File: config.mk
export PLATFORM = sky130hd
export DESIGN_NAME = light_command_frame_builder_core
export DESIGN_NICKNAME = d
export VERILOG_FILES = /design/src/rtl/lcfb_pkg.sv /design/src/rtl/lcfb_front.sv /design/src/rtl/lcfb_back.sv /design/src/rtl/light_command_frame_builder_core.sv
export VERILOG_INCLUDE_DIRS = /design/src /design/src/rtl
export SDC_FILE = /design/constraint.sdc
export NUM_CORES = 1
export LEC_CHECK = 0
export BUFFER_PORTS_ARGS = -buffer_cell sky130_fd_sc_hd__buf_2
export CORE_ASPECT_RATIO = 0.6
export CORE_UTILIZATION = 41
export DETAILED_ROUTE_END_ITERATION = 8
export PLACE_DENSITY_LB_ADDON = 0.25
export SLEW_MARGIN = 20
export SYNTH_ARGS = -nofsm -noshare
export SYNTH_HDL_FRONTEND = slang
export SYNTH_HIERARCHICAL = 1
export SYNTH_SLANG_ARGS = --single-unit
export TNS_END_PERCENT = 100
File: constraint.sdc
create_clock -name clk -period 3.61 [get_ports clk]
set_input_delay 0.722 -clock clk [delete_from_list [all_inputs] [get_ports clk]]
set_output_delay 0.722 -clock clk [all_outputs]
set_load 0.05 [all_outputs]
File: src/rtl/assert_macros.svh
// ----------------------------------------------------------------------------
// assert_macros.svh
// assertion shorthands shared by the rtl, clocked on clk, held off in reset
// ----------------------------------------------------------------------------
`ifndef ASSERT_MACROS_SVH
`define ASSERT_MACROS_SVH

// expr must hold at every clock edge outside reset
`define ASSERT_ALWAYS(label, expr, msg) \
    label: assert property (@(posedge clk) disable iff (!rst_n) (expr)) \
        else $error(msg);

// when cond holds, expr must hold on the following clock edge
`define ASSERT_NEXT(label, cond, expr, msg) \
    label: assert property (@(posedge clk) disable iff (!rst_n) (cond) |=> (expr)) \
        else $error(msg);

`endif

File: src/rtl/lcfb_pkg.sv
// ----------------------------------------------------------------------------
// lcfb_pkg
// shared types, constants and helpers of the lighting command frame builder
// ----------------------------------------------------------------------------
`timescale 1ns / 1ps

package lcfb_pkg;

    localparam int MAX_CHANNELS = 16;

    // queue depths between front and back and on the result side
    localparam int JOB_DEPTH  = 2;
    localparam int BYTE_DEPTH = 4;

    // input mode codes
    localparam logic [1:0] MODE_SINGLE = 2'd0;
    localparam logic [1:0] MODE_MULTI  = 2'd1;
    localparam logic [1:0] MODE_STATUS = 2'd2;
    localparam logic [1:0] MODE_RESET  = 2'd3;

    // header byte values
    localparam logic [7:0] HDR_STATUS_OK = 8'h01;
    localparam logic [7:0] PT_REQUEST    = 8'h00;
    localparam logic [7:0] PT_TRANSMIT   = 8'h02;
    localparam logic [7:0] CMD_SET_ONE   = 8'h01;
    localparam logic [7:0] CMD_SET_ALL   = 8'h02;
    localparam logic [7:0] CMD_STATUS    = 8'h03;
    localparam logic [7:0] CMD_ERR_RESET = 8'h04;
    localparam logic [7:0] LEN_SHORT     = 8'h08;
    localparam logic [7:0] LEN_SINGLE    = 8'h0B;
    localparam logic [7:0] BYTE_ZERO     = 8'h00;

    localparam logic [15:0] CRC_INIT = 16'hFFFF;
    localparam logic [15:0] CRC_POLY = 16'hA001;

    // byte slots of one frame piece, in send order
    localparam int NUM_SLOTS = 11;
    localparam logic [3:0] SLOT_TERM  = 4'd0;
    localparam logic [3:0] SLOT_PTYPE = 4'd1;
    localparam logic [3:0] SLOT_CMD   = 4'd2;
    localparam logic [3:0] SLOT_STAT  = 4'd3;
    localparam logic [3:0] SLOT_LENH  = 4'd4;
    localparam logic [3:0] SLOT_LENL  = 4'd5;
    localparam logic [3:0] SLOT_CHAN  = 4'd6;
    localparam logic [3:0] SLOT_DUTYH = 4'd7;
    localparam logic [3:0] SLOT_DUTYL = 4'd8;
    localparam logic [3:0] SLOT_CRCL  = 4'd9;
    localparam logic [3:0] SLOT_CRCH  = 4'd10;

    localparam logic [NUM_SLOTS-1:0] MASK_HEADER = 11'b000_0011_1111;
    localparam logic [NUM_SLOTS-1:0] MASK_CHAN   = 11'b000_0100_0000;
    localparam logic [NUM_SLOTS-1:0] MASK_DUTY   = 11'b001_1000_0000;
    localparam logic [NUM_SLOTS-1:0] MASK_CRC    = 11'b110_0000_0000;

    // one classified piece of work handed from front to back
    typedef struct packed {
        logic [NUM_SLOTS-1:0] mask;
        logic [7:0]           terminal;
        logic [7:0]           ptype;
        logic [7:0]           cmd;
        logic [7:0]           len;
        logic [7:0]           channel;
        logic [15:0]          duty;
    } job_t;

    function automatic logic [15:0] crc_byte(input logic [15:0] crc_in,
                                             input logic [7:0] b);
        logic [15:0] c;
        c = crc_in ^ {8'h00, b};
        for (int k = 0; k < 8; k++)
        begin
            if (c[0])
            begin
                c = (c >> 1) ^ CRC_POLY;
            end
            else
            begin
                c = c >> 1;
            end
        end
        return c;
    endfunction

    // frame size as used: zero acts as one, capped at the channel maximum
    function automatic logic [4:0] clamp_channels(input logic [4:0] n);
        logic [4:0] r;
        if (n == 5'd0)
        begin
            r = 5'd1;
        end
        else if (n > 5'(MAX_CHANNELS))
        begin
            r = 5'(MAX_CHANNELS);
        end
        else
        begin
            r = n;
        end
        return r;
    endfunction

endpackage

File: src/rtl/lcfb_front.sv
// ----------------------------------------------------------------------------
// lcfb_front
// takes input words, tracks the open multi-channel frame and queues jobs
// ----------------------------------------------------------------------------
`timescale 1ns / 1ps

module lcfb_front (
    input  logic                 clk,
    input  logic                 rst_n,
    input  logic                 push,
    output logic                 full,
    input  logic [1:0]           mode,
    input  logic [7:0]           terminal,
    input  logic [7:0]           channel,
    input  logic [15:0]          duty,
    input  logic [4:0]           frame_channels,
    input  logic [4:0]           active_channels,
    output logic                 job_valid,
    output lcfb_pkg::job_t       job,
    input  logic                 job_take
);

    lcfb_pkg::job_t q_reg [lcfb_pkg::JOB_DEPTH];
    logic           wr_ptr_reg, wr_ptr_next;
    logic           rd_ptr_reg, rd_ptr_next;
    logic [1:0]     cnt_reg, cnt_next;
    logic [4:0]     element_index_reg, element_index_next;

    lcfb_pkg::job_t new_job;
    logic [4:0]     nch;
    logic [5:0]     pos_inc;
    logic           closes;
    logic           accept;

    assign accept = push && !full;
    assign full   = (cnt_reg == 2'(lcfb_pkg::JOB_DEPTH));

    assign nch     = lcfb_pkg::clamp_channels(frame_channels);
    assign pos_inc = {1'b0, element_index_reg} + 6'd1;
    assign closes  = (pos_inc >= {1'b0, nch});

    always_comb
    begin
        new_job.terminal = terminal;
        new_job.channel  = channel;
        new_job.duty     = duty;
        new_job.len      = lcfb_pkg::LEN_SHORT;
        new_job.ptype    = lcfb_pkg::PT_TRANSMIT;
        new_job.cmd      = lcfb_pkg::CMD_ERR_RESET;
        new_job.mask     = lcfb_pkg::MASK_HEADER | lcfb_pkg::MASK_CRC;
        element_index_next = 5'd0;
        unique case (mode)
            lcfb_pkg::MODE_SINGLE:
            begin
                new_job.cmd  = lcfb_pkg::CMD_SET_ONE;
                new_job.len  = lcfb_pkg::LEN_SINGLE;
                new_job.mask = lcfb_pkg::MASK_HEADER | lcfb_pkg::MASK_CHAN
                             | lcfb_pkg::MASK_DUTY | lcfb_pkg::MASK_CRC;
            end
            lcfb_pkg::MODE_MULTI:
            begin
                new_job.cmd  = lcfb_pkg::CMD_SET_ALL;
                new_job.len  = lcfb_pkg::LEN_SHORT + {2'b00, nch, 1'b0};
                new_job.mask = lcfb_pkg::MASK_DUTY;
                if (element_index_reg == 5'd0)
                begin
                    new_job.mask = new_job.mask | lcfb_pkg::MASK_HEADER;
                end
                if (closes)
                begin
                    new_job.mask = new_job.mask | lcfb_pkg::MASK_CRC;
                end
                else
                begin
                    element_index_next = pos_inc[4:0];
                end
                // positions past the active count go out as zero
                if (element_index_reg >= active_channels)
                begin
                    new_job.duty = 16'h0000;
                end
            end
            lcfb_pkg::MODE_STATUS:
            begin
                new_job.ptype = lcfb_pkg::PT_REQUEST;
                new_job.cmd   = lcfb_pkg::CMD_STATUS;
            end
            default:
            begin
                new_job.cmd = lcfb_pkg::CMD_ERR_RESET;
            end
        endcase
    end

    always_comb
    begin
        wr_ptr_next = wr_ptr_reg;
        rd_ptr_next = rd_ptr_reg;
        cnt_next    = cnt_reg;
        if (accept)
        begin
            wr_ptr_next = ~wr_ptr_reg;
        end
        if (job_take)
        begin
            rd_ptr_next = ~rd_ptr_reg;
        end
        if (accept && !job_take)
        begin
            cnt_next = cnt_reg + 2'd1;
        end
        else if (!accept && job_take)
        begin
            cnt_next = cnt_reg - 2'd1;
        end
    end

    always_ff @(posedge clk or negedge rst_n)
    begin
        if (!rst_n)
        begin
            wr_ptr_reg        <= 1'b0;
            rd_ptr_reg        <= 1'b0;
            cnt_reg           <= 2'd0;
            element_index_reg <= 5'd0;
        end
        else
        begin
            wr_ptr_reg <= wr_ptr_next;
            rd_ptr_reg <= rd_ptr_next;
            cnt_reg    <= cnt_next;
            if (accept)
            begin
                element_index_reg <= element_index_next;
            end
        end
    end

    always_ff @(posedge clk)
    begin
        if (accept)
        begin
            q_reg[wr_ptr_reg] <= new_job;
        end
    end

    assign job_valid = (cnt_reg != 2'd0);
    assign job       = q_reg[rd_ptr_reg];

endmodule

File: src/rtl/lcfb_back.sv
// ----------------------------------------------------------------------------
// lcfb_back
// walks jobs by slot, a byte a cycle when not full, keeps crc, queues bytes
// ----------------------------------------------------------------------------
`timescale 1ns / 1ps

module lcfb_back (
    input  logic                 clk,
    input  logic                 rst_n,
    input  logic                 job_valid,
    input  lcfb_pkg::job_t       job,
    output logic                 job_take,
    output logic                 empty,
    input  logic                 pop,
    output logic [7:0]           out_byte,
    output logic                 frame_end
);

    lcfb_pkg::job_t cur_reg, cur_next;
    logic [15:0]    crc_reg, crc_next;

    logic [7:0] ob_reg [lcfb_pkg::BYTE_DEPTH];
    logic       fe_reg [lcfb_pkg::BYTE_DEPTH];
    logic [1:0] owr_ptr_reg, ord_ptr_reg;
    logic [2:0] ocnt_reg, ocnt_next;

    logic                          ofull;
    logic                          emit;
    logic                          last;
    logic                          take_out;
    logic [3:0]                    slot;
    logic [7:0]                    byte_val;
    logic                          is_end;
    logic [lcfb_pkg::NUM_SLOTS-1:0] rest;

    assign ofull    = (ocnt_reg == 3'(lcfb_pkg::BYTE_DEPTH));
    assign emit     = (cur_reg.mask != '0) && !ofull;
    assign rest     = cur_reg.mask & (cur_reg.mask - 1'b1);
    assign last     = (rest == '0);
    // next job loads as the last byte of this one leaves, so no bubble
    assign job_take = job_valid && ((cur_reg.mask == '0) || (emit && last));
    assign take_out = pop && !empty;

    always_comb
    begin
        slot = 4'd0;
        for (int i = lcfb_pkg::NUM_SLOTS - 1; i >= 0; i--)
        begin
            if (cur_reg.mask[i])
            begin
                slot = 4'(i);
            end
        end
    end

    always_comb
    begin
        is_end = 1'b0;
        case (slot)
            lcfb_pkg::SLOT_TERM:  byte_val = cur_reg.terminal;
            lcfb_pkg::SLOT_PTYPE: byte_val = cur_reg.ptype;
            lcfb_pkg::SLOT_CMD:   byte_val = cur_reg.cmd;
            lcfb_pkg::SLOT_STAT:  byte_val = lcfb_pkg::HDR_STATUS_OK;
            lcfb_pkg::SLOT_LENH:  byte_val = lcfb_pkg::BYTE_ZERO;
            lcfb_pkg::SLOT_LENL:  byte_val = cur_reg.len;
            lcfb_pkg::SLOT_CHAN:  byte_val = cur_reg.channel;
            lcfb_pkg::SLOT_DUTYH: byte_val = cur_reg.duty[15:8];
            lcfb_pkg::SLOT_DUTYL: byte_val = cur_reg.duty[7:0];
            lcfb_pkg::SLOT_CRCL:  byte_val = crc_reg[7:0];
            lcfb_pkg::SLOT_CRCH:
            begin
                byte_val = crc_reg[15:8];
                is_end   = 1'b1;
            end
            default:              byte_val = lcfb_pkg::BYTE_ZERO;
        endcase
    end

    always_comb
    begin
        crc_next = crc_reg;
        if (emit)
        begin
            if (slot == lcfb_pkg::SLOT_CRCH)
            begin
                crc_next = lcfb_pkg::CRC_INIT;
            end
            else if (slot != lcfb_pkg::SLOT_CRCL)
            begin
                // a header always opens a fresh crc
                crc_next = lcfb_pkg::crc_byte(
                    (slot == lcfb_pkg::SLOT_TERM) ? lcfb_pkg::CRC_INIT : crc_reg,
                    byte_val);
            end
        end
    end

    always_comb
    begin
        cur_next = cur_reg;
        if (job_take)
        begin
            cur_next = job;
        end
        else if (emit)
        begin
            cur_next.mask = rest;
        end
    end

    always_comb
    begin
        ocnt_next = ocnt_reg;
        if (emit && !take_out)
        begin
            ocnt_next = ocnt_reg + 3'd1;
        end
        else if (!emit && take_out)
        begin
            ocnt_next = ocnt_reg - 3'd1;
        end
    end

    always_ff @(posedge clk or negedge rst_n)
    begin
        if (!rst_n)
        begin
            cur_reg      <= '0;
            crc_reg      <= lcfb_pkg::CRC_INIT;
            owr_ptr_reg  <= 2'd0;
            ord_ptr_reg  <= 2'd0;
            ocnt_reg     <= 3'd0;
        end
        else
        begin
            cur_reg      <= cur_next;
            crc_reg      <= crc_next;
            ocnt_reg     <= ocnt_next;
            if (emit)
            begin
                owr_ptr_reg <= owr_ptr_reg + 2'd1;
            end
            if (take_out)
            begin
                ord_ptr_reg <= ord_ptr_reg + 2'd1;
            end
        end
    end

    always_ff @(posedge clk)
    begin
        if (emit)
        begin
            ob_reg[owr_ptr_reg] <= byte_val;
            fe_reg[owr_ptr_reg] <= is_end;
        end
    end

    assign empty     = (ocnt_reg == 3'd0);
    assign out_byte  = ob_reg[ord_ptr_reg];
    assign frame_end = fe_reg[ord_ptr_reg];

endmodule

File: src/rtl/light_command_frame_builder_core.sv
// ----------------------------------------------------------------------------
// light_command_frame_builder_core
// serializes lighting command frames with a crc-16/modbus trailer
// ----------------------------------------------------------------------------
// Each input word is turned into frame bytes that leave one per cycle on the
// result queue while it has room: a single-channel set gives 11 bytes, a
// status request or error reset 8, and a multi-channel duty element 2 (plus
// the 6-byte header on element 0 and the 2 crc bytes on the last). The byte
// serializer in the back end sets the rate at one byte a clock while the byte
// queue has room, so a stream of middle elements sustains one input word per
// two bytes. A two-entry job queue separates input from serializer and a
// four-entry byte queue separates it from the result side, so either side
// can stall alone. Register 0 (byte 0x0) is frame_channels, register 1
// (byte 0x4) active_channels; write them only while the block is idle.
`timescale 1ns / 1ps

`include "assert_macros.svh"

module light_command_frame_builder_core (
    input  logic        clk,
    input  logic        rst_n,
    input  logic        psel,
    input  logic        penable,
    input  logic        pwrite,
    input  logic [2:0]  paddr,
    input  logic [31:0] pwdata,
    output logic [31:0] prdata,
    output logic        pready,
    input  logic        push,
    output logic        full,
    input  logic [1:0]  mode,
    input  logic [7:0]  terminal,
    input  logic [7:0]  channel,
    input  logic [15:0] duty,
    output logic        empty,
    input  logic        pop,
    output logic [7:0]  out_byte,
    output logic        frame_end
);

    logic [4:0]     frame_channels_reg;
    logic [4:0]     active_channels_reg;
    logic           cfg_write;
    logic           job_valid;
    logic           job_take;
    lcfb_pkg::job_t job;

    assign pready    = 1'b1;
    assign cfg_write = psel && penable && pwrite && pready;

    always_ff @(posedge clk or negedge rst_n)
    begin
        if (!rst_n)
        begin
            frame_channels_reg  <= 5'd12;
            active_channels_reg <= 5'd16;
        end
        else if (cfg_write)
        begin
            if (paddr[2])
            begin
                active_channels_reg <= pwdata[4:0];
            end
            else
            begin
                frame_channels_reg <= pwdata[4:0];
            end
        end
    end

    assign prdata = paddr[2] ? {27'd0, active_channels_reg}
                             : {27'd0, frame_channels_reg};

    lcfb_front u_front (
        .clk             (clk),
        .rst_n           (rst_n),
        .push            (push),
        .full            (full),
        .mode            (mode),
        .terminal        (terminal),
        .channel         (channel),
        .duty            (duty),
        .frame_channels  (frame_channels_reg),
        .active_channels (active_channels_reg),
        .job_valid       (job_valid),
        .job             (job),
        .job_take        (job_take)
    );

    lcfb_back u_back (
        .clk       (clk),
        .rst_n     (rst_n),
        .job_valid (job_valid),
        .job       (job),
        .job_take  (job_take),
        .empty     (empty),
        .pop       (pop),
        .out_byte  (out_byte),
        .frame_end (frame_end)
    );

    `ASSERT_ALWAYS(a_take_needs_job, !job_take || job_valid, "job taken from empty queue")
    `ASSERT_ALWAYS(a_job_not_blank, !job_valid || (job.mask != '0), "queued job has no bytes")
    `ASSERT_ALWAYS(a_crc_pair, !job_valid || (job.mask[10] == job.mask[9]), "crc bytes split")
    `ASSERT_NEXT(a_whole_frame_queued, push && !full && (mode != lcfb_pkg::MODE_MULTI), job_valid, "frame word not queued")

endmodule

* Word-level counts from Yosys, hierarchy flattened
Memory sizes are Yosys's and may differ from the RTL's.
Cells that the tools add are included.
** Word-level totals
- Word-level logic and storage cells :: 162
- Register bits :: 109
- Output and inout bits :: 44
- Input port bits :: 76
- Memories kept :: 3
- Memory bits (writable) :: 148
** Memory list
- u_front.q_reg :: depth 2, bits a word 56, rd ports 1, clocked after memory_dff 0, wr ports 1, RTL line lcfb_front.sv:23 : lcfb_pkg::job_t q_reg [lcfb_pkg::JOB_DEPTH];
- u_back.ob_reg :: depth 4, bits a word 8, rd ports 1, clocked after memory_dff 0, wr ports 1, RTL line lcfb_back.sv:22 : logic [7:0] ob_reg [lcfb_pkg::BYTE_DEPTH];
- u_back.fe_reg :: depth 4, bits a word 1, rd ports 1, clocked after memory_dff 0, wr ports 1, RTL line lcfb_back.sv:23 : logic fe_reg [lcfb_pkg::BYTE_DEPTH];
** Cells by class
- Reductions and logical operators :: 35
- $add $sub $neg :: 9
- Bitwise logic cells :: 13
- Multiplexer cells :: 68
- Order comparisons :: 3
- Equal/unequal tests :: 14
** Operators by type and width (number)
- 16-bit two-way mux :: 34
- 8-bit one-hot mux with 10 select lines :: 1
- 4-bit two-way mux :: 11
- 11-bit two-way mux :: 3
- 5-bit two-way mux :: 5
- 2-bit NOT with 3-bit output :: 8
- 11-bit zero test :: 2
- 11-bit one-hot mux with 2 select lines :: 1
- 8-bit one-hot mux with 2 select lines :: 1
- 16-bit by 8-bit bitwise XOR with 16-bit output :: 1
- 4-bit by 3-bit equality test with 1-bit output, second input constant :: 3
- 4-bit equality test, second input constant :: 3
- 11-bit bitwise AND :: 1
- 1-bit logical AND :: 11
- 11-bit nonzero test :: 1
- 11-bit by 1-bit subtractor with 11-bit output, second input constant :: 1
- 5-bit zero test :: 2
- 2-bit nonzero test :: 5
- 3-bit one-hot mux with 3 select lines :: 1
- 4-bit by 2-bit equality test with 1-bit output, second input constant :: 2
- 4-bit by 6-bit adder with 7-bit output, first input constant :: 1
- 1-bit zero test :: 7
- 2-bit by 1-bit adder with 2-bit output, second input constant :: 3
- 5-bit by 1-bit adder with 6-bit output, second input constant :: 1
- 21 further kinds :: 33

* Longest topological paths before layout
Gate-level depths: netlist of the first run.
- Depth after elaboration :: 53
- Depth in mapped cells :: 16
- Mapped depth without buffers :: 13

* Cells and area by module
The synthesis of the first run kept the hierarchy.
** Modules (own cells, without submodules)
- lcfb_back :: cells an instance 599, seq. area each 3353.2 um2, instances 1, area an instance 6125.9 um2
- lcfb_front :: cells an instance 305, seq. area each 2987.9 um2, instances 1, area an instance 4623.2 um2
- light_command_frame_builder_core :: cells an instance 58, seq. area each 254.0 um2, instances 1, area an instance 688.2 um2

* Worst setup path after synthesis of the first run
Ideal clock, no wire load.
- Path type :: reg2reg
- Start point :: register u_back/cur_reg[64] (netlist bit)
- End point :: register u_back.crc_reg[0]
- Setup time :: 0.080 ns
- Path slack :: -0.171 ns
- Buffers on the path :: 1
- Stages on the path, launching flop included :: 12
- Period minus slack after synthesis :: 3.781 ns
- Data arrival time :: 3.701 ns
- Path through :: dfrtp_1 nand2b_1 a221oi_1 o31a_1 clkbuf_1 mux2_2 a41oi_4 xor2_2 xnor3_1 xnor3_2 xnor3_1 o22a_1
** Between the ends
- Longest elaborated chain between the ends :: 44
- Elaborated cells between the ends (all ways) :: 66
- Classes of those cells :: eq/ne (10); mux (42); bitwise (9); reduce/logical (5)
** Ends and longest elaborated chain
- start: declaration :: RTL line lcfb_back.sv:19 : lcfb_pkg::job_t cur_reg, cur_next;
- start signal: assignment :: RTL line lcfb_back.sv:136 : cur_reg <= cur_next;
- 4-bit two-way mux (*) (9 in series) :: RTL line lcfb_back.sv:49 : if (cur_reg.mask[i])
- 4-bit equality test (tied with other cells) :: RTL line lcfb_back.sv:59 : case (slot)
- 8-bit one-hot mux with 10 select lines (*) :: RTL line lcfb_back.sv:59
- net u_back.byte_val[5] :: RTL line lcfb_back.sv:32 : logic [7:0] byte_val;
- 16-bit by 8-bit bitwise XOR with 16-bit output (*) :: RTL line lcfb_pkg.sv:69 : c = crc_in ^ {8'h00, b};
- 16-bit two-way mux (*) :: RTL line lcfb_pkg.sv:72 : if (c[0])
- 16-bit two-way mux (*) :: RTL line lcfb_back.sv:88 : else if (slot != lcfb_pkg::SLOT_CRCL)
- 16-bit two-way mux (*) :: RTL line lcfb_back.sv:84 : if (slot == lcfb_pkg::SLOT_CRCH)
- (+21 left out)
- 16-bit two-way mux (*) :: RTL line lcfb_back.sv:82 : if (emit)
- 16-bit two-way mux (*) :: RTL line lcfb_pkg.sv:72
- 16-bit two-way mux (*) :: RTL line lcfb_back.sv:88
- 16-bit two-way mux (*) :: RTL line lcfb_back.sv:84
- 16-bit two-way mux (*) :: RTL line lcfb_back.sv:82
- 16-bit two-way mux (*) :: RTL line lcfb_pkg.sv:72
- 16-bit two-way mux (*) :: RTL line lcfb_back.sv:88
- 16-bit two-way mux (*) :: RTL line lcfb_back.sv:84
- end signal: assignment :: RTL line lcfb_back.sv:129 : crc_reg <= lcfb_pkg::CRC_INIT;
- end signal: assignment :: RTL line lcfb_back.sv:137 : crc_reg <= crc_next;
- end: declaration :: RTL line lcfb_back.sv:20 : logic [15:0] crc_reg, crc_next;
The timed path passes the listed nets; every way through them passes the cells marked *. The select of a mux whose other input is x is not followed.
A chain may end at the register's enable or synchronous reset.

* Worst setup path after layout of the first run
- Start point :: register u_back/cur_reg[59] (netlist bit)
- End point :: register u_back.crc_reg[0]
** Between the ends
- Longest elaborated chain between the ends :: 39
- Elaborated cells between the ends (all ways) :: 61
- Classes of those cells :: eq/ne (10); mux (37); bitwise (9); reduce/logical (5)
** Ends and longest elaborated chain (RTL line)
- 4-bit two-way mux (*) (4 in series) :: lcfb_back.sv:49
- 4-bit equality test (tied with other cells) :: lcfb_back.sv:59
- 8-bit one-hot mux with 10 select lines (*) :: lcfb_back.sv:59
- net u_back.byte_val[3] :: lcfb_back.sv:32
- 16-bit by 8-bit bitwise XOR with 16-bit output (*) :: lcfb_pkg.sv:69
- 16-bit two-way mux (*) :: lcfb_pkg.sv:72
- 16-bit two-way mux (*) :: lcfb_back.sv:88
- 16-bit two-way mux (*) :: lcfb_back.sv:84
- (+21 left out)
- 16-bit two-way mux (*) :: lcfb_back.sv:82
- 16-bit two-way mux (*) :: lcfb_pkg.sv:72
- 16-bit two-way mux (*) :: lcfb_back.sv:88
- 16-bit two-way mux (*) :: lcfb_back.sv:84
- 16-bit two-way mux (*) :: lcfb_back.sv:82
- 16-bit two-way mux (*) :: lcfb_pkg.sv:72
- 16-bit two-way mux (*) :: lcfb_back.sv:88
- 16-bit two-way mux (*) :: lcfb_back.sv:84
Marks and branches as above.

==> flow_summary.yaml, run 1 <==
global_route:
  grt_pass1_vias: 7091
  grt_use_total: 0.184
  grt_pass1_wl_um: 40900
  antenna_found_initial: 0
  grt_max_degree: 65
  overflow: 0
worst_setup_path:
  cp_common_cell: "xnor2_1"
  cp.required_ns: 4.08
  cpPeakStageDelay_ns: 0.59
  cp.arrival_ns: 3.95
  slowest_stage: "or4_4"
  critical_path_class: "reg -> reg"
  end_kind: "flip-flop"
  crit_chain: "or4_4 > nor3_4 > buf_4 > a22oi_1 > mux2_2 > a22oi_2 > xnor2_1 > xnor2_1 > xnor3_2 > xnor3_1 > o22a_1"
  crit_cells: 11
  crit_fanout: 4
  path_delay_family: "XOR/XNOR gates"
  cp-start-kind: "flip-flop"
  worst_r2r_path_depth: 11
  path_buf_inv: 1
drt:
  routed_wirelength_um: 25600
  via_per_inst: 5.08
  vias: 7319
  drc_errors: 0
  drtIter0Drc: 523
  postRouteAntennaNets: 0
  drt-wirelength-per-cell_um: 17.7
  firstDrtPassIters: 5
cells_and_area:
  drive_gt1_frac: 0.279
  fill_cells: 2408
  areaGrowthSynthToFinish_pct: 15.4
  seq_area_um2: 6600
  largest_reg_flops: 92
  layout_commonest_cell: "nand2_1"
  nets: 1164
  antenna_cells: 0
  multi_input_area_um2: 4390
  mostFrequentLayoutCells: "nand2_1 (215), edfxtp_1 (128), dfrtp_1 (88)"
run:
  drv_cap: 0
yosys:
  ys_warn_count: 6
  synth.distinct_cells: 78
  ys.flop_type: "edfxtp_1"
  synth_top_cells_by_area: "edfxtp_1 (34%), dfrtp_1 (20%), nand2_1 (7.1%)"
  synth_area_um2: 11400
  synth_edf_count: 128
  ys_ff_latch: 237
  syn_inst: 962
  synth_seq_area_share: 0.577
  avgSynthCellArea_um2: 11.9
  yosysTopAreaCellShare: 0.336
  synthArstFlopShare: 0.460
  yosysTopAreaCell: "edfxtp_1"
floorplan:
  die_w_um: 218
  die_h_um: 131
  start_util: 0.426
  num_rows: 46
  coreArea_um2: 26900
  io_pins: 120
  dieArea_um2: 28600
sta:
  relSlewSlack: 0.387
  finalHoldViolCount: 0
  rsz0062_at_grt: "no"
  report.final.slew_viol_count: 0
  setup_viol_count_final: 0
  final.min_clock_period_ns: 3.48
  fmax_mhz: 287
  fin_crit_sh: 0.964
  tightestPinTransition_ns: 0.920
  fin_skew_ns: 0.0178
  fin_setup_tns_ns: 0
clock_network:
  clkSlewWorstSetupHoldPaths_ns: 0.06
  clk_path_buf_depth: 3
  cts_inserted_buffers: 24
  clock_latency_ns: 0.54
  cts-htree-levels: 1
  clock-sinks: 237
  cts_tree: "built"
  root_buffer: "clkbuf_16"
status:
  status: "completed"
hold_path:
  hold_path.class: "in -> async"
placed_design:
  place_congestion: 0.913
  post-dp-hpwl_um: 18400
  io_buffers: 62
logic make-up after synthesis:
kind of cell / count (synthesis) / synth area share
AND/OR/NAND/NOR: 320 / 0.124
adder cells (fa/ha/maj): 26 / 0.0287
multiplexers: 79 / 0.0862
XOR/XNOR: 41 / 0.0371
other: 3 / 0.000985
buffers and inverters: 123 / 0.0599
flip-flops: 237 / 0.577
AO/OA/AOI/OAI: 133 / 0.0865
per-layer routing:
metal | track usage | part of all wire | vias to the layer above
met2 | 0.245 | 0.40 | 164
met4 | 0.0329 | 0.013 | 0
met1 | 0.299 | 0.52 | 3622
met5 | 0 | 0 | -
met3 | 0.0465 | 0.067 | 27
li1 | - | - | 3506
through the flow:
stage          setup WS, ns  cells   util  cell area (µm²)  hold WS (ns)
2_1_floorplan       0.00792   1002      -            11600         0.426
4_1_cts              0.0202   1442  0.490            13200         0.337
3_5_place_dp         0.0355   1398  0.460            12400         0.467
6_report              0.131   1442  0.491            13200         0.305
3_3_place_gp         0.0568   1398  0.460            12400         0.461
5_1_grt             0.00102   1442  0.491            13200         0.355
final timing paths:
kind | startpoint | to | slack, ns
worst max-delay path | u_back/cur_reg[59] | u_back/crc_reg[0] | 0.13
worst min-delay path | rst_n | u_front/wr_ptr_reg | 0.30
worst max register to register | u_back/cur_reg[59] | u_back/crc_reg[0] | 0.13
worst min register to register | u_back/cur_reg[50] | u_back/cur_reg[50] | 0.48
max in group asynchronous | rst_n | u_back/crc_reg[5] | 2.43
min in group clk | terminal[4] | u_front/q_reg[0][40] | 0.37
cells in the mapped netlist (3+ instances only):
cell type,number
a21o_1,3
a21oi_1,25
a21oi_2,10
a221o_1,5
a221oi_1,3
a22o_1,11
a22oi_1,5
a31oi_1,4
and2_1,9
and3_1,6
buf_2,14
buf_4,49
buf_6,3
clkbuf_1,25
conb_1,3
dfrtp_1,90
dfstp_2,19
edfxtp_1,128
ha_1,23
inv_1,27
mux2_2,66
mux2i_1,4
mux4_2,9
nand2_1,216
nand2b_1,5
nand3_1,4
nand4_1,7
nor2_1,41
nor3_1,7
o21ai_0,23
o21ai_1,5
o22a_1,11
o22ai_1,7
o31ai_1,3
or3_1,3
xnor2_1,19
xor2_1,16
repair_timing:
item,in CTS,in global routing
gates resized for setup,0,9
setup endpoints to repair,0,4
buffers inserted,0,0
hold buffers,0,0
layout make-up:
type | instances | share of cell area
Tap cell | 360 | 0.0341
Timing Repair Buffer | 129 | 0.0647
Inverter | 30 | 0.00853
Multi-Input combinational cell | 642 | 0.332
Clock inverter | 11 | 0.0109
Sequential cell | 237 | 0.500
Clock buffer | 33 | 0.0496
Power of run 1 is left out: the tool's default activity adds up to more than one toggle a clock period on the data nets, which glitch-free logic cannot reach.
==> run 2, diff against run 1 <==
- ABC_AREA: default -> 1
- HOLD_SLACK_MARGIN: default -> 0.03
==> run 2 against run 1 <==
The run now ends with design-rule violations left. Core utilization is 2.9 points lower. Sequential cell count did not move. Worst hold slack worse by 0.044 ns. Critical endpoint is now u_back/crc_reg[13]. Maximum frequency up 7.8%. Routed wire length increased by 3.6%. Global-route usage down 0.088 points. Via count rose by 13%.
==> flow_summary.yaml, run 2 <==
status:
  status: "finished, violations left"
  failed_checks: "design-rule violations"
yosys:
  ys_ff_latch: 237
  synth_most_common_cell: "nand2_1"
  synth_top_cells_by_area: "edfxtp_1 (32%), dfrtp_1 (19%), nand2_1 (9.9%)"
  avgSynthCellArea_um2: 9.74
  yosysTopAreaCell: "edfxtp_1"
  synth.distinct_cells: 48
  synthArstFlopShare: 0.460
  synth_area_um2: 12000
  ys_warn_count: 6
  synthTopCellsByCount: "nand2_1 (318), inv_1 (131), edfxtp_1 (128)"
  synth_edf_count: 128
  synth_seq_area_share: 0.550
  syn_inst: 1232
  yosysTopAreaCellShare: 0.320
  ys.flop_type: "edfxtp_1"
cells_and_area:
  mostFrequentLayoutCells: "nand2_1 (318), inv_1 (131), edfxtp_1 (128)"
  finalNonFillerCells: 1688
  antenna_cells: 0
  final_area_um2: 13300
  areaGrowthSynthToFinish_pct: 10.9
  drive_gt1_frac: 0.197
  layout_commonest_cell: "nand2_1"
  largest_reg_flops: 92
  nets: 1397
floorplan:
  die_w_um: 223
  start_util: 0.417
  num_rows: 48
  die_h_um: 135
  dieArea_um2: 30000
  io_pins: 120
  coreArea_um2: 28800
clock_network:
  cts-htree-levels: 1
  cts_tree: "built"
  clk_path_buf_depth: 3
  cts_inserted_buffers: 22
  clock_latency_ns: 0.53
  clock-sinks: 237
  clkSlewWorstSetupHoldPaths_ns: 0.07
  root_buffer: "clkbuf_16"
hold_path:
  hold_path.class: "in -> async"
sta:
  setup_viol_count_final: 0
  relSlewSlack: 0.375
  fin_skew_ns: 0.0245
  fmax_mhz: 310
  report.final.slew_viol_count: 0
  final.min_clock_period_ns: 3.23
  fin_ws_ns: 0.384
  fin_crit_sh: 0.894
  whs_ns: 0.261
  tightestPinTransition_ns: 0.934
  finalHoldViolCount: 0
worst_setup_path:
  r2r-end: "u_back/crc_reg[13]"
  cp.arrival_ns: 3.70
  crit_start: "u_back/cur_reg[64]"
  end_kind: "flip-flop"
  r2r_slack_ns: 0.38
  setup.worst_path.end: "u_back/crc_reg[13]"
  cp-start-kind: "flip-flop"
  crit_fanout: 7
  r2r-start: "u_back/cur_reg[64]"
  cp.required_ns: 4.09
  worst_r2r_path_depth: 27
  critical_path_class: "reg -> reg"
drt:
  routed_wirelength_um: 26500
  drtIter0Drc: 649
  drc_errors: 1
  firstDrtPassIters: 7
  via_per_inst: 4.92
  drt-wirelength-per-cell_um: 15.7
  postRouteAntennaNets: 0
  vias: 8304
placed_design:
  place_congestion: 0.873
  post-dp-hpwl_um: 18800
  postPlaceCellArea_um2: 12500
  dp.cells: 1645
  io_buffers: 62
  dp_slack_ns: 0.396
global_route:
  grt_pass1_wl_um: 43100
  grt_use_total: 0.184
  grt_max_degree: 90
  grt_pass1_vias: 7927
  antenna_found_initial: 0
  overflow: 0
run:
  drv_cap: 0
run 2: timing repair:
action                                  in CTS  in global routing
endpoints found under the setup margin       0                  3
setup buffers                                0                  3
resized for setup                            0                  3
hold buffers                                 0                  0
run 2: worst min path at each step:
stage | slack [ns] | endpoint | depth (start not counted)
finish | 0.26 | u_back/cur_reg[20] | 1
global route | 0.31 | u_front/wr_ptr_reg | 1
CTS | 0.30 | u_back/cur_reg[28] | 1
detailed placement | 0.47 | u_back/cur_reg[39] | 2
global placement | 0.46 | u_back/cur_reg[39] | 2
floorplan | 0.43 | active_channels_reg[0] | 0
run 2: kinds of logic after synthesis:
group | Yosys count | share of synthesized area
other | 3 | 0.000939
AOI/OAI and AO/OA | 123 | 0.0632
and+or+nand+nor | 552 | 0.211
buffers and inverters | 231 | 0.0943
muxes | 47 | 0.0441
DFF | 237 | 0.550
xor gates and xnor gates | 15 | 0.0110
adders and majority gates | 24 | 0.0257
run 2: worst max-delay path, stage by stage, from the launching register on:
cell	delay, ns
dfrtp_1	0.39
inv_2	0.08
nand2_1	0.06
nand2_1	0.06
nand2_1	0.04
nand2_1	0.05
nand2_1	0.08
nand2_2	0.10
nand2_2	0.12
nand2_4	0.15
nand2_2	0.14
nand3_2	0.13
inv_1	0.12
a21oi_1	0.28
nand3_4	0.20
nand2_1	0.11
nand2_1	0.10
nand2_1	0.07
nand2_1	0.11
inv_1	0.09
nand3_2	0.10
nand2_2	0.13
nand2_2	0.08
nand3_1	0.11
nand3_1	0.08
nand3_1	0.09
nand2_1	0.05
inv_1	0.05
run 2: metrics by stage:
stage / util / TNS (ns)
6_report: 0.462 / 0
5_1_grt: 0.462 / -0.0447
4_1_cts: 0.461 / 0
3_5_place_dp: 0.436 / 0
3_3_place_gp: 0.436 / 0
2_1_floorplan: - / 0
run 2: final cells by class:
class | count | area, µm²
Clock buffer | 31 | 604
Clock inverter | 9 | 110
Fill cell | 2739 | 15500
Inverter | 149 | 569
Multi-Input combinational cell | 804 | 4450
Sequential cell | 237 | 6600
Tap cell | 375 | 469
Timing Repair Buffer | 83 | 495
run 2: routing by layer:
layer | vias to the layer above | routed length, µm | global-route usage
met1 | 3981 | 14200 | 0.297
met5 | - | 0 | 0
met4 | 0 | 373 | 0.0318
met2 | 185 | 10300 | 0.251
li1 | 4108 | - | -
met3 | 30 | 1620 | 0.0359
Power of run 2 is left out for the same reason.
==> run 3, diff against run 2 <==
- BUFFER_PORTS_ARGS: -buffer_cell sky130_fd_sc_hd__buf_2 -> -buffer_cell sky130_fd_sc_hd__clkbuf_2
- CORE_UTILIZATION: 41 -> 30
==> run 3 against run 2 <==
Clock-buffer cell count down 1. Via count down 0.67%. Setup slack worse by 0.018 ns. Sequential share of layout area down 0.79 points. Final area up 1.6%. Sequential cell count unchanged. Worst hold slack worse by 0.14 ns. Clock skew down 0.017 ns. Core utilization down 12 points. The run now ends clean. Maximum frequency down 0.55%. Die area up 36%. First-iteration DRC count down 29%.
==> flow_summary.yaml, run 3 (synthesis gave the netlist of run 2 again) <==
placed_design:
  postPlaceCellArea_um2: 12700
  place_congestion: 0.849
  post-dp-hpwl_um: 20200
  io_buffers: 62
  dp_slack_ns: 0.423
drt:
  routed_wirelength_um: 28000
  postRouteAntennaNets: 0
  drt-wirelength-per-cell_um: 15.2
  via_per_inst: 4.49
  drtIter0Drc: 460
  vias: 8248
  drc_errors: 0
  firstDrtPassIters: 5
clock_network:
  cts_tree: "built"
  cts-htree-levels: 1
  clk_path_buf_depth: 3
  clock_latency_ns: 0.52
  clock-sinks: 237
  clkSlewWorstSetupHoldPaths_ns: 0.06
  root_buffer: "clkbuf_16"
  post_cts_resized: 0
  cts_inserted_buffers: 24
floorplan:
  start_util: 0.306
  die_h_um: 157
  io_pins: 120
  die_w_um: 260
  dieArea_um2: 40800
  coreArea_um2: 39200
  num_rows: 56
sta:
  finalHoldViolCount: 0
  fin_ws_ns: 0.366
  relSlewSlack: 0.329
  rsz0062_at_grt: "no"
  tightestPinTransition_ns: 1.00
  fmax_mhz: 308
  whs_ns: 0.124
  setup_viol_count_final: 0
  report.final.slew_viol_count: 0
  fin_crit_sh: 0.899
  final.min_clock_period_ns: 3.24
  fin_skew_ns: 0.00746
  fin_setup_tns_ns: 0
global_route:
  overflow: 0
  antenna_found_initial: 0
  grt_max_degree: 90
  grt_pass1_wl_um: 45000
  grt_use_total: 0.141
  grt_pass1_vias: 8066
run:
  drv_cap: 0
worst_setup_path:
  path_delay_family: "simple AND/OR/NAND/NOR gates"
  cpPeakStageDelay_ns: 0.40
  cp-start-kind: "flip-flop"
  cp_common_cell: "nand2_1"
  path_buf_inv: 1
  cp.arrival_ns: 3.72
  crit_fanout: 10
  slowest_stage: "dfrtp_1"
  crit_chain: "nor2_1 > nand2_1 > nand2_1 > nand2_1 > nand2_1 > nand2_2 > nand4_2 > nor2_1 > nor2_2 > nand3_2 > nand2_1 > nand2_1 > nand2_1 > nand2_1 > nand2_1 > nand3_2 > nand2_2 > nand2_2 > nand3_1 > nand3b_1 > nand3_1 > nand2_1 > inv_1"
  cp.required_ns: 4.08
  end_kind: "flip-flop"
  critical_path_class: "reg -> reg"
  r2r_slack_ns: 0.37
cells_and_area:
  areaGrowthSynthToFinish_pct: 12.6
  fill_cells: 4045
  final_area_um2: 13500
  drive_gt1_frac: 0.199
  layout_commonest_cell: "nand2_1"
  multi_input_area_um2: 4440
  nets: 1399
  antenna_cells: 0
  mostFrequentLayoutCells: "nand2_1 (318), inv_1 (131), edfxtp_1 (128)"
  largest_reg_flops: 92
  seq_area_um2: 6600
hold_path:
  hold_path.class: "in -> async"
status:
  status: "completed"
## run 3: routing by layer
layer	up-vias	routed length (µm)	track usage
met5	-	0	0
met4	0	297	0.0226
li1	4123	-	-
met1	3939	15400	0.229
met3	24	1420	0.0238
met2	162	10900	0.194
## run 3: worst paths after layout
check	to	cells after the start	startpoint
setup reg to reg	u_back/crc_reg[0]	23	u_back/cur_reg[65]
hold / removal	u_back/cur_reg[63]	1	rst_n
min in group clk	u_front/q_reg[1][21]	1	channel[5]
max in group asynchronous	frame_channels_reg[2]	2	rst_n
setup / recovery	u_back/crc_reg[0]	23	u_back/cur_reg[65]
hold reg to reg	frame_channels_reg[3]	2	frame_channels_reg[3]
## run 3: repair_timing
| action | 4_1_cts | 5_1_grt |
|---|---|---|
| endpoints found under the setup margin | 0 | 3 |
| setup buffers | 0 | 1 |
| hold buffers | 0 | 0 |
| endpoints found under the hold margin | 0 | 0 |
## run 3: worst reg2reg max path: stages (launching register included)
cell	delay [ns]
dfrtp_1	0.40
nor2_1	0.17
nand2_1	0.10
nand2_1	0.06
nand2_1	0.10
nand2_1	0.10
nand2_2	0.21
nand4_2	0.31
nor2_1	0.10
nor2_2	0.31
nand3_2	0.17
nand2_1	0.08
nand2_1	0.10
nand2_1	0.07
nand2_1	0.11
nand2_1	0.10
nand3_2	0.10
nand2_2	0.12
nand2_2	0.08
nand3_1	0.11
nand3b_1	0.09
nand3_1	0.09
nand2_1	0.06
inv_1	0.05
## run 3: cell type report
| type | instances | area share |
|---|---|---|
| multi-input cells | 804 | 0.328 |
| inverters | 149 | 0.0421 |
| clock inverters | 14 | 0.00870 |
| well taps | 522 | 0.0483 |
| repair buffers | 83 | 0.0367 |
| clock buffers | 30 | 0.0477 |
| flip-flops and latches | 237 | 0.488 |
## run 3: through the flow
stage	util	cells
after floorplan	-	1272
after global placement	0.325	1794
after detailed placement	0.325	1794
after CTS	0.344	1838
after global routing	0.344	1839
final	0.344	1839
Power of run 3 is left out for the same reason.
